### config.mk
export PLATFORM = sky130hd
export DESIGN_NAME = md5_digest_engine_top
export DESIGN_NICKNAME = d
export VERILOG_FILES = /design/src/rtl/md5de_pkg.sv /design/src/rtl/md5_digest_engine_top.sv
export VERILOG_INCLUDE_DIRS = /design/src /design/src/rtl
export SDC_FILE = /design/constraint.sdc
export NUM_CORES = 2
export LEC_CHECK = 0
export ABC_AREA = 1
export ABC_CLOCK_PERIOD_IN_PS = 25400
export BUFFER_PORTS_ARGS = -buffer_cell sky130_fd_sc_hd__clkbuf_2
export CAP_MARGIN = 30
export CELL_PAD_IN_SITES_DETAIL_PLACEMENT = 2
export CELL_PAD_IN_SITES_GLOBAL_PLACEMENT = 2
export CORE_AREA = 5 5 404 406
export CTS_BUF_LIST = sky130_fd_sc_hd__clkbuf_2
export DETAILED_ROUTE_END_ITERATION = 10
export DIE_AREA = 0 0 409 411
export PLACE_DENSITY = 0.95
export SLEW_MARGIN = 20
export SYNTH_ARGS = -nofsm -noshare
export SYNTH_HDL_FRONTEND = slang
export SYNTH_SLANG_ARGS = --single-unit
export TNS_END_PERCENT = 20
### constraint.sdc
create_clock -name clk -period 25.4 [get_ports clk]
set_clock_uncertainty 0.1 [all_clocks]
set_input_delay 2.54 -clock clk [delete_from_list [all_inputs] [get_ports clk]]
set_output_delay 2.54 -clock clk [all_outputs]
set_load 0.02 [all_outputs]
### src/rtl/md5_digest_engine_top_defines.svh
// Assertion macros shared by the MD5 digest engine RTL.
`ifndef MD5_DIGEST_ENGINE_TOP_DEFINES_SVH
`define MD5_DIGEST_ENGINE_TOP_DEFINES_SVH

// Check that cons holds in the same cycle as ante (clk and arst_n in scope).
`define MD5DE_CHECK_NOW(label, ante, cons, msg) \
	label: assert property (@(posedge clk) disable iff (!arst_n) (ante) |-> (cons)) \
		else $error(msg);

// Check that cons holds in the cycle after ante.
`define MD5DE_CHECK_NEXT(label, ante, cons, msg) \
	label: assert property (@(posedge clk) disable iff (!arst_n) (ante) |=> (cons)) \
		else $error(msg);

`endif

### src/rtl/md5de_pkg.sv
// Types, constants, round tables and the control program of the MD5 digest engine.
`default_nettype none

package md5de_pkg;

	localparam logic [31:0] INIT_A = 32'h67452301;
	localparam logic [31:0] INIT_B = 32'hEFCDAB89;
	localparam logic [31:0] INIT_C = 32'h98BADCFE;
	localparam logic [31:0] INIT_D = 32'h10325476;
	localparam logic [7:0]  PAD_BYTE = 8'h80;
	localparam logic [5:0]  ROUND_LAST = 6'd63;
	localparam logic [5:0]  BLOCK_LAST_POS = 6'd63;
	localparam logic [5:0]  LEN_ROOM_POS = 6'd56;
	localparam int          COUNT_W = 61;
	localparam int          STEP_W = 5;

	typedef logic [STEP_W-1:0] step_t;

	typedef enum logic [3:0] {
		OP_NOP   = 4'd0,
		OP_TAKE  = 4'd1,
		OP_LOAD  = 4'd2,
		OP_ROUND = 4'd3,
		OP_ADD   = 4'd4,
		OP_PAD   = 4'd5,
		OP_CLEAR = 4'd6,
		OP_LEN   = 4'd7,
		OP_EMIT0 = 4'd8,
		OP_EMIT1 = 4'd9
	} op_t;

	typedef enum logic [2:0] {
		CND_NEXT     = 3'd0,
		CND_GOTO     = 3'd1,
		CND_WAIT_IN  = 3'd2,
		CND_WAIT_OUT = 3'd3,
		CND_LOOP     = 3'd4,
		CND_IF_NFULL = 3'd5,
		CND_IF_NEND  = 3'd6,
		CND_IF_SHORT = 3'd7
	} cond_t;

	typedef struct packed {
		op_t   op;
		cond_t cond;
		step_t target;
	} ctl_word_t;

	localparam step_t STEP_TAKE  = 5'd0;
	localparam step_t STEP_DISP  = 5'd1;
	localparam step_t STEP_ENDCK = 5'd5;
	localparam step_t STEP_LEN   = 5'd11;
	localparam step_t STEP_LAST  = 5'd16;

	// Control store: one word per step.
	function automatic ctl_word_t ucode(input step_t step);
		ctl_word_t w;
		case (step)
			5'd0:    w = '{OP_TAKE,  CND_WAIT_IN,  STEP_DISP};
			5'd1:    w = '{OP_NOP,   CND_IF_NFULL, STEP_ENDCK};
			5'd2:    w = '{OP_LOAD,  CND_NEXT,     STEP_TAKE};
			5'd3:    w = '{OP_ROUND, CND_LOOP,     5'd4};
			5'd4:    w = '{OP_ADD,   CND_NEXT,     STEP_TAKE};
			5'd5:    w = '{OP_NOP,   CND_IF_NEND,  STEP_TAKE};
			5'd6:    w = '{OP_PAD,   CND_IF_SHORT, STEP_LEN};
			5'd7:    w = '{OP_LOAD,  CND_NEXT,     STEP_TAKE};
			5'd8:    w = '{OP_ROUND, CND_LOOP,     5'd9};
			5'd9:    w = '{OP_ADD,   CND_NEXT,     STEP_TAKE};
			5'd10:   w = '{OP_CLEAR, CND_NEXT,     STEP_TAKE};
			5'd11:   w = '{OP_LEN,   CND_NEXT,     STEP_TAKE};
			5'd12:   w = '{OP_LOAD,  CND_NEXT,     STEP_TAKE};
			5'd13:   w = '{OP_ROUND, CND_LOOP,     5'd14};
			5'd14:   w = '{OP_ADD,   CND_NEXT,     STEP_TAKE};
			5'd15:   w = '{OP_EMIT0, CND_WAIT_OUT, STEP_LAST};
			5'd16:   w = '{OP_EMIT1, CND_WAIT_OUT, STEP_TAKE};
			default: w = '{OP_NOP,   CND_GOTO,     STEP_TAKE};
		endcase
		return w;
	endfunction

	function automatic logic [31:0] sine_k(input logic [5:0] r);
		logic [31:0] k;
		case (r)
			6'd0:  k = 32'hd76aa478; 6'd1:  k = 32'he8c7b756;
			6'd2:  k = 32'h242070db; 6'd3:  k = 32'hc1bdceee;
			6'd4:  k = 32'hf57c0faf; 6'd5:  k = 32'h4787c62a;
			6'd6:  k = 32'ha8304613; 6'd7:  k = 32'hfd469501;
			6'd8:  k = 32'h698098d8; 6'd9:  k = 32'h8b44f7af;
			6'd10: k = 32'hffff5bb1; 6'd11: k = 32'h895cd7be;
			6'd12: k = 32'h6b901122; 6'd13: k = 32'hfd987193;
			6'd14: k = 32'ha679438e; 6'd15: k = 32'h49b40821;
			6'd16: k = 32'hf61e2562; 6'd17: k = 32'hc040b340;
			6'd18: k = 32'h265e5a51; 6'd19: k = 32'he9b6c7aa;
			6'd20: k = 32'hd62f105d; 6'd21: k = 32'h02441453;
			6'd22: k = 32'hd8a1e681; 6'd23: k = 32'he7d3fbc8;
			6'd24: k = 32'h21e1cde6; 6'd25: k = 32'hc33707d6;
			6'd26: k = 32'hf4d50d87; 6'd27: k = 32'h455a14ed;
			6'd28: k = 32'ha9e3e905; 6'd29: k = 32'hfcefa3f8;
			6'd30: k = 32'h676f02d9; 6'd31: k = 32'h8d2a4c8a;
			6'd32: k = 32'hfffa3942; 6'd33: k = 32'h8771f681;
			6'd34: k = 32'h6d9d6122; 6'd35: k = 32'hfde5380c;
			6'd36: k = 32'ha4beea44; 6'd37: k = 32'h4bdecfa9;
			6'd38: k = 32'hf6bb4b60; 6'd39: k = 32'hbebfbc70;
			6'd40: k = 32'h289b7ec6; 6'd41: k = 32'heaa127fa;
			6'd42: k = 32'hd4ef3085; 6'd43: k = 32'h04881d05;
			6'd44: k = 32'hd9d4d039; 6'd45: k = 32'he6db99e5;
			6'd46: k = 32'h1fa27cf8; 6'd47: k = 32'hc4ac5665;
			6'd48: k = 32'hf4292244; 6'd49: k = 32'h432aff97;
			6'd50: k = 32'hab9423a7; 6'd51: k = 32'hfc93a039;
			6'd52: k = 32'h655b59c3; 6'd53: k = 32'h8f0ccc92;
			6'd54: k = 32'hffeff47d; 6'd55: k = 32'h85845dd1;
			6'd56: k = 32'h6fa87e4f; 6'd57: k = 32'hfe2ce6e0;
			6'd58: k = 32'ha3014314; 6'd59: k = 32'h4e0811a1;
			6'd60: k = 32'hf7537e82; 6'd61: k = 32'hbd3af235;
			6'd62: k = 32'h2ad7d2bb; 6'd63: k = 32'heb86d391;
			default: k = 32'h0;
		endcase
		return k;
	endfunction

	// Rotation amount, indexed by {round group, round[1:0]}.
	function automatic logic [4:0] rot_amount(input logic [3:0] sel);
		logic [4:0] s;
		case (sel)
			4'd0:  s = 5'd7;  4'd1:  s = 5'd12; 4'd2:  s = 5'd17; 4'd3:  s = 5'd22;
			4'd4:  s = 5'd5;  4'd5:  s = 5'd9;  4'd6:  s = 5'd14; 4'd7:  s = 5'd20;
			4'd8:  s = 5'd4;  4'd9:  s = 5'd11; 4'd10: s = 5'd16; 4'd11: s = 5'd23;
			4'd12: s = 5'd6;  4'd13: s = 5'd10; 4'd14: s = 5'd15; 4'd15: s = 5'd21;
			default: s = 5'd0;
		endcase
		return s;
	endfunction

	// Message word used by round r; arithmetic wraps modulo 16.
	function automatic logic [3:0] msg_index(input logic [5:0] r);
		logic [3:0] lo;
		logic [3:0] g;
		lo = r[3:0];
		case (r[5:4])
			2'd0:    g = lo;
			2'd1:    g = lo * 4'd5 + 4'd1;
			2'd2:    g = lo * 4'd3 + 4'd5;
			default: g = lo * 4'd7;
		endcase
		return g;
	endfunction

	function automatic logic [31:0] round_fn(input logic [1:0] grp, input logic [31:0] b,
			input logic [31:0] c, input logic [31:0] d);
		logic [31:0] f;
		case (grp)
			2'd0:    f = (b & c) | (~b & d);
			2'd1:    f = (d & b) | (~d & c);
			2'd2:    f = b ^ c ^ d;
			default: f = c ^ (b | ~d);
		endcase
		return f;
	endfunction

endpackage

`default_nettype wire

### src/rtl/md5_digest_engine_top.sv
// MD5 digest engine: byte stream in, two 64-bit digest halves out.
`default_nettype none
`include "md5_digest_engine_top_defines.svh"

// Computes MD5 over a stream of items, each carrying at most one message byte
// (s_tuser high) and optionally closing the message (s_tlast high). On close
// the engine pads, appends the 64-bit bit length and presents the digest as
// two items on the master side: bytes 0-7 first (m_tlast low), then bytes
// 8-15 (m_tlast high), first digest byte in bits 7:0. It then returns to the
// initial chaining values for the next message. Control is a 17-step program
// in a constant control store; one round unit does one MD5 round per cycle.
// Item flow, set by that round unit and the control program:
//   - item neither completing a block nor closing: take, dispatch, end check;
//   - item whose byte fills a 64-byte block: 64 rounds plus load, add and
//     dispatch;
//   - close adds padding, an extra load, rounds, add and clear (only when
//     fewer than nine bytes of room are left in the block), then the length,
//     load, rounds and add, then each digest half once the master can take it.
// The output register lets the next message start while the last digest half
// still waits on m_tready.
module md5_digest_engine_top
	import md5de_pkg::*;
(
	input  wire logic        clk,
	input  wire logic        arst_n,
	input  wire logic        s_tvalid,
	output logic             s_tready,
	input  wire logic [7:0]  s_tdata,   // [7:0] data_byte
	input  wire logic        s_tuser,   // [0] byte_present
	input  wire logic        s_tlast,   // end_of_message
	output logic             m_tvalid,
	input  wire logic        m_tready,
	output logic [63:0]      m_tdata,   // [63:0] digest_half
	output logic             m_tlast    // last_half
);

	ctl_word_t           ctl;
	step_t               step_q;
	step_t               step_d;
	logic [31:0]         chain_q [4];
	logic [31:0]         block_q [16];
	logic [31:0]         rw_q [4];
	logic [COUNT_W-1:0]  count_q;
	logic [5:0]          round_q;
	logic                full_q;
	logic                end_q;
	logic                out_valid_q;
	logic [63:0]         out_data_q;
	logic                out_last_q;

	logic                in_acc;
	logic                out_free;
	logic                round_done;
	logic [5:0]          pos;
	logic [31:0]         f_val;
	logic [31:0]         sum_val;
	logic [63:0]         rot_wide;
	logic [31:0]         new_b;
	logic [63:0]         bit_len;

	// Fetch the control word for the current step.
	assign ctl = ucode(step_q);

	assign s_tready   = (ctl.op == OP_TAKE);
	assign in_acc     = s_tvalid && s_tready;
	assign out_free   = !out_valid_q || m_tready;
	assign round_done = (round_q == ROUND_LAST);
	assign pos        = count_q[5:0];
	assign bit_len    = {count_q, 3'b000};

	assign m_tvalid = out_valid_q;
	assign m_tdata  = out_data_q;
	assign m_tlast  = out_last_q;

	// One MD5 round: F + A + K + M, rotate, add B.
	always_comb begin
		f_val    = round_fn(round_q[5:4], rw_q[1], rw_q[2], rw_q[3]);
		sum_val  = f_val + rw_q[0] + sine_k(round_q) + block_q[msg_index(round_q)];
		rot_wide = {sum_val, sum_val} << rot_amount({round_q[5:4], round_q[1:0]});
		new_b    = rw_q[1] + rot_wide[63:32];
	end

	// Sequencer: pick the next step from the jump condition.
	always_comb begin
		step_d = step_q;
		case (ctl.cond)
			CND_NEXT:     step_d = step_q + 1'b1;
			CND_GOTO:     step_d = ctl.target;
			CND_WAIT_IN:  step_d = in_acc ? ctl.target : step_q;
			CND_WAIT_OUT: step_d = out_free ? ctl.target : step_q;
			CND_LOOP:     step_d = round_done ? ctl.target : step_q;
			CND_IF_NFULL: step_d = !full_q ? ctl.target : step_q + 1'b1;
			CND_IF_NEND:  step_d = !end_q ? ctl.target : step_q + 1'b1;
			CND_IF_SHORT: step_d = (pos < LEN_ROOM_POS) ? ctl.target : step_q + 1'b1;
			default:      step_d = STEP_TAKE;
		endcase
	end

	always_ff @(posedge clk or negedge arst_n) begin
		if (!arst_n) begin
			step_q  <= STEP_TAKE;
			full_q  <= 1'b0;
			end_q   <= 1'b0;
			count_q <= '0;
			round_q <= '0;
			chain_q <= '{INIT_A, INIT_B, INIT_C, INIT_D};
			rw_q    <= '{default: '0};
		end else begin
			step_q <= step_d;
			case (ctl.op)
				OP_TAKE: begin
					if (in_acc) begin
						full_q <= s_tuser && (pos == BLOCK_LAST_POS);
						end_q  <= s_tlast;
						if (s_tuser) begin
							count_q <= count_q + 1'b1;
						end
					end
				end
				OP_LOAD: begin
					rw_q    <= chain_q;
					round_q <= '0;
				end
				OP_ROUND: begin
					rw_q[0] <= rw_q[3];
					rw_q[1] <= new_b;
					rw_q[2] <= rw_q[1];
					rw_q[3] <= rw_q[2];
					round_q <= round_q + 1'b1;
				end
				OP_ADD: begin
					for (int i = 0; i < 4; i++) begin
						chain_q[i] <= chain_q[i] + rw_q[i];
					end
				end
				OP_EMIT1: begin
					// Restore the initial values once the second half is loaded for output.
					if (out_free) begin
						chain_q <= '{INIT_A, INIT_B, INIT_C, INIT_D};
						count_q <= '0;
						rw_q    <= '{default: '0};
						round_q <= '0;
					end
				end
				default: begin
				end
			endcase
		end
	end

	// Block buffer: byte writes, padding, clear and length words.
	always_ff @(posedge clk) begin
		case (ctl.op)
			OP_TAKE: begin
				if (in_acc && s_tuser) begin
					block_q[pos[5:2]][{pos[1:0], 3'b000} +: 8] <= s_tdata;
				end
			end
			OP_PAD: begin
				for (int p = 0; p < 64; p++) begin
					if (6'(p) == pos) begin
						block_q[p >> 2][8 * (p & 3) +: 8] <= PAD_BYTE;
					end else if (6'(p) > pos) begin
						block_q[p >> 2][8 * (p & 3) +: 8] <= 8'h00;
					end
				end
			end
			OP_CLEAR: begin
				block_q <= '{default: '0};
			end
			OP_LEN: begin
				block_q[14] <= bit_len[31:0];
				block_q[15] <= bit_len[63:32];
			end
			default: begin
			end
		endcase
	end

	// Output register: hold until taken, load a digest half when free.
	always_ff @(posedge clk or negedge arst_n) begin
		if (!arst_n) begin
			out_valid_q <= 1'b0;
		end else if ((ctl.op == OP_EMIT0 || ctl.op == OP_EMIT1) && out_free) begin
			out_valid_q <= 1'b1;
		end else if (m_tready) begin
			out_valid_q <= 1'b0;
		end
	end

	always_ff @(posedge clk) begin
		if (ctl.op == OP_EMIT0 && out_free) begin
			out_data_q <= {chain_q[1], chain_q[0]};
			out_last_q <= 1'b0;
		end else if (ctl.op == OP_EMIT1 && out_free) begin
			out_data_q <= {chain_q[3], chain_q[2]};
			out_last_q <= 1'b1;
		end
	end

	`MD5DE_CHECK_NEXT(a_round_to_add, (ctl.op == OP_ROUND) && round_done, ctl.op == OP_ADD, "round loop did not end in chain add")
	`MD5DE_CHECK_NOW(a_idle_round_zero, s_tready, round_q == 6'd0, "round counter not at zero while taking items")
	`MD5DE_CHECK_NEXT(a_reinit, (ctl.op == OP_EMIT1) && out_free, (chain_q[0] == INIT_A) && (count_q == '0), "engine not reinitialized after digest")
	`MD5DE_CHECK_NOW(a_step_range, 1'b1, step_q <= STEP_LAST, "step counter outside control program")

endmodule

`default_nettype wire

==> impl_metrics.tcl <==
set metrics [dict create \
    async_flop_share 0.3645 \
    critPathBufInv 8 \
    p_comb_frac 0.010 \
    drive_above_1_share 0.09569 \
    finalSetupViolCount 0 \
    multi_input_area_um2 33570 \
    wl_per_cell_um 36.77 \
    max_slew.worst_pin.slew_ps 1732 \
    rows 147 \
    grt_overflow_total 0 \
    drt-total-wl_um 422100 \
    fmax_ghz 0.07368 \
    fillers 18400 \
    ctsHoldBuffers 0 \
    cts_tree "done" \
    p_seq_frac 0.523 \
    cts_resized 0 \
    crit_arrival_ps 15270 \
    relSlewSlack -0.1666 \
    syn_to_final_growth_pct 8.149 \
    drt_iter0_markers 9748 \
    tns_ps 0 \
    p_switching_uw 953.9 \
    synth_ff_type "edfxtp_1" \
    worst_hold_startpoint "count_q[28]" \
    cpLargestDelayFamily "simple AND/OR/NAND/NOR gates" \
    drtAntennaViolNets 0 \
    crit_path_start_kind "flip-flop" \
    min_path_type "flip-flop to flip-flop" \
    vias 79220 \
    chipWidth_um 409 \
    grt_max_degree 185 \
    syn_area_um2 66210 \
    p_int_mw 2.024 \
    synth_cell_type_count 74 \
    final_hold_viol_count 0 \
    synth_edf_count 576 \
    crit_start "round_q[5]" \
    grt_use_met3 0.1406 \
    yosys_warnings 0 \
    cp_common_cell "nand2_1" \
    grt_usage 0.4697 \
    clk_latency_ps 2080 \
    finalCriticalPeriod_ps 13570 \
    regArea_um2 25680 \
    busiest_layer "met2" \
    finalCritPeriodShare 0.5344 \
    switching_share 0.3203 \
    status "finished with violations" \
    grt_use_met2 0.7489 \
    rsz0062_at_grt "false" \
    violations "capacitance limit, slew limit" \
    met1_usage 0.4954 \
    drc_errors 0 \
    final_area_um2 71600 \
    rrSetupSlack_ps 11830 \
    peakVddDrop_mv 0.04935 \
    synthCells 9110 \
    die_area_um2 168100 \
    r2r_start "round_q[5]" \
    die_h_um 411 \
    worstSetupEndpointType "flip-flop" \
    start_util 0.4152 \
    ys_seq_area_frac 0.3879 \
    numCtsBuffers 291 \
    cts_max_path_buffers 4 \
    slew_viol_final 3 \
    vias_per_cell 6.901 \
    ioPinCount 81 \
    dpl-instance-area_um2 68630 \
    post_cts_buffers 0 \
    path_class "flip-flop to flip-flop" \
    pwr-share-clk 0.467 \
    clock-sinks 908 \
    synth_fp_nets 9425 \
    cts_root_buffer "clkbuf_2" \
    worstPathRequired_ps 27100 \
    grt_pass1_wl_um 591300 \
    nets 9492 \
    maxCapViolCount 1 \
    critical_path.max_stage_delay_ps 910 \
    htreeDepth 5 \
    power.density_nw_per_um2 41.59 \
    drtPass1Iterations 8 \
    ys_ff_latch 908 \
    place.gp.congestion 1.062 \
    hpwl_um 253400 \
    crit_fanout 95 \
    path_clk_slew_ps 110 \
    first_global_vias 85360 \
    fp.coreArea_um2 159500 \
    synth.avg_cell_area_um2 7.267 \
    leakage_nw 33.01 \
    numPortBuffers 80 \
    cpMaxStageDelayCell "buf_4" \
    antenna_found_initial 50 \
]
==> cell type report <==
cell class | instances | share of cell area
timing repair buffer | 244 | 0.02611
clock buffer | 430 | 0.03006
inverter | 1435 | 0.07537
sequential | 908 | 0.3587
tap | 2086 | 0.03645
clock inverter | 50 | 0.003477
multi-input combinational | 6297 | 0.4688
antenna | 30 | 0.001048
==> cell usage after synthesis (44+ instances only) <==
cell	number	share of area
o32ai_1	50	0.0066
nand3_1	399	0.030
ha_1	232	0.044
a31oi_1	81	0.0077
nor3_1	111	0.0084
clkbuf_1	406	0.023
a221oi_1	72	0.0095
nor4_1	52	0.0049
inv_1	1405	0.080
dfrtp_1	267	0.10
o22ai_1	122	0.012
nand2_1	2054	0.12
a21oi_1	780	0.059
o21ai_0	999	0.076
dfstp_2	64	0.025
o211ai_1	110	0.012
nor2_1	684	0.039
edfxtp_1	576	0.26
xor2_1	51	0.0067
fa_1	69	0.021
xnor2_1	44	0.0058
==> kinds of logic (layout without fill, tap and decap cells) <==
logic type / Yosys count / count (layout) / share of synthesized area
simple gates: 3428 / 3428 / 0.2128
compound gates: 2465 / 2465 / 0.2119
buf+inv: 1905 / 2159 / 0.1088
flops: 908 / 908 / 0.3879
fa+ha+maj: 301 / 301 / 0.06471
xor+xnor: 95 / 95 / 0.01257
mux: 8 / 8 / 0.001247
other cells: 0 / 30 / 0
==> power by group through the flow <==
| stage | Clock [mW] | Sequential, mW | Combinational, mW |
|---|---|---|---|
| final | 1.39 | 1.56 | 0.0288 |
| after floorplan | 0 | 1.59 | 0.00458 |
| after global routing | 1.42 | 1.56 | 0.0300 |
| after detailed placement | 0 | 1.59 | 0.0243 |
| after CTS | 1.34 | 1.56 | 0.0252 |
| after global placement | 0 | 1.59 | 0.0233 |
==> cell usage in the layout (no fill, tap or decap), types with 72 or more instances in the layout <==
cell type	instances
o21ai_0	992
dfrtp_1	266
inv_1	1403
edfxtp_1	576
a221oi_1	72
nand2_1	2044
o211ai_1	110
ha_1	232
a31oi_1	80
nor2_1	665
nor3_1	110
o22ai_1	122
nand3_1	398
clkbuf_2	510
buf_4	128
a21oi_1	772
==> worst register-to-register path: cells and delay by family, from the launching register on <==
kind	cells	cell delay, ps
adder cells (fa/ha/maj)	3	1260
buffers and inverters	8	3330
flip-flops	1	670
AND/OR/NAND/NOR	25	4830
AO/OA/AOI/OAI	11	3330
==> path summary, 6_finish.rpt <==
check,end,depth (start not counted)
worst max register to register,rw_q[93],47
max in group asynchronous,count_q[30],3
min in group asynchronous,rw_q[100],1
worst min register to register,count_q[28],1
worst max-delay path,rw_q[93],47
worst min-delay path,count_q[28],1
==> routing by layer <==
metal | share of wire | vias to the layer above
li1 | - | 30770
met4 | 0.12 | 46
met5 | 0.00087 | -
met3 | 0.11 | 3029
met2 | 0.44 | 6368
met1 | 0.33 | 39010
==> per-stage QoR <==
step / power [mW] / hold slack [ps] / utilization / instances / worst slack [ps]
after detailed placement: 1.613 / 362.2 / 0.4304 / 10930 / 12920
after CTS: 2.920 / 380.6 / 0.4455 / 11410 / 12430
after global placement: 1.612 / 349.2 / 0.4290 / 10910 / 13520
after global routing: 3.007 / 424.7 / 0.4486 / 11450 / 11520
after floorplan: 1.593 / 333.3 / - / 9110 / 17000
final: 2.978 / 378.9 / 0.4490 / 11480 / 11830
(Power assumes the default switching activity.)
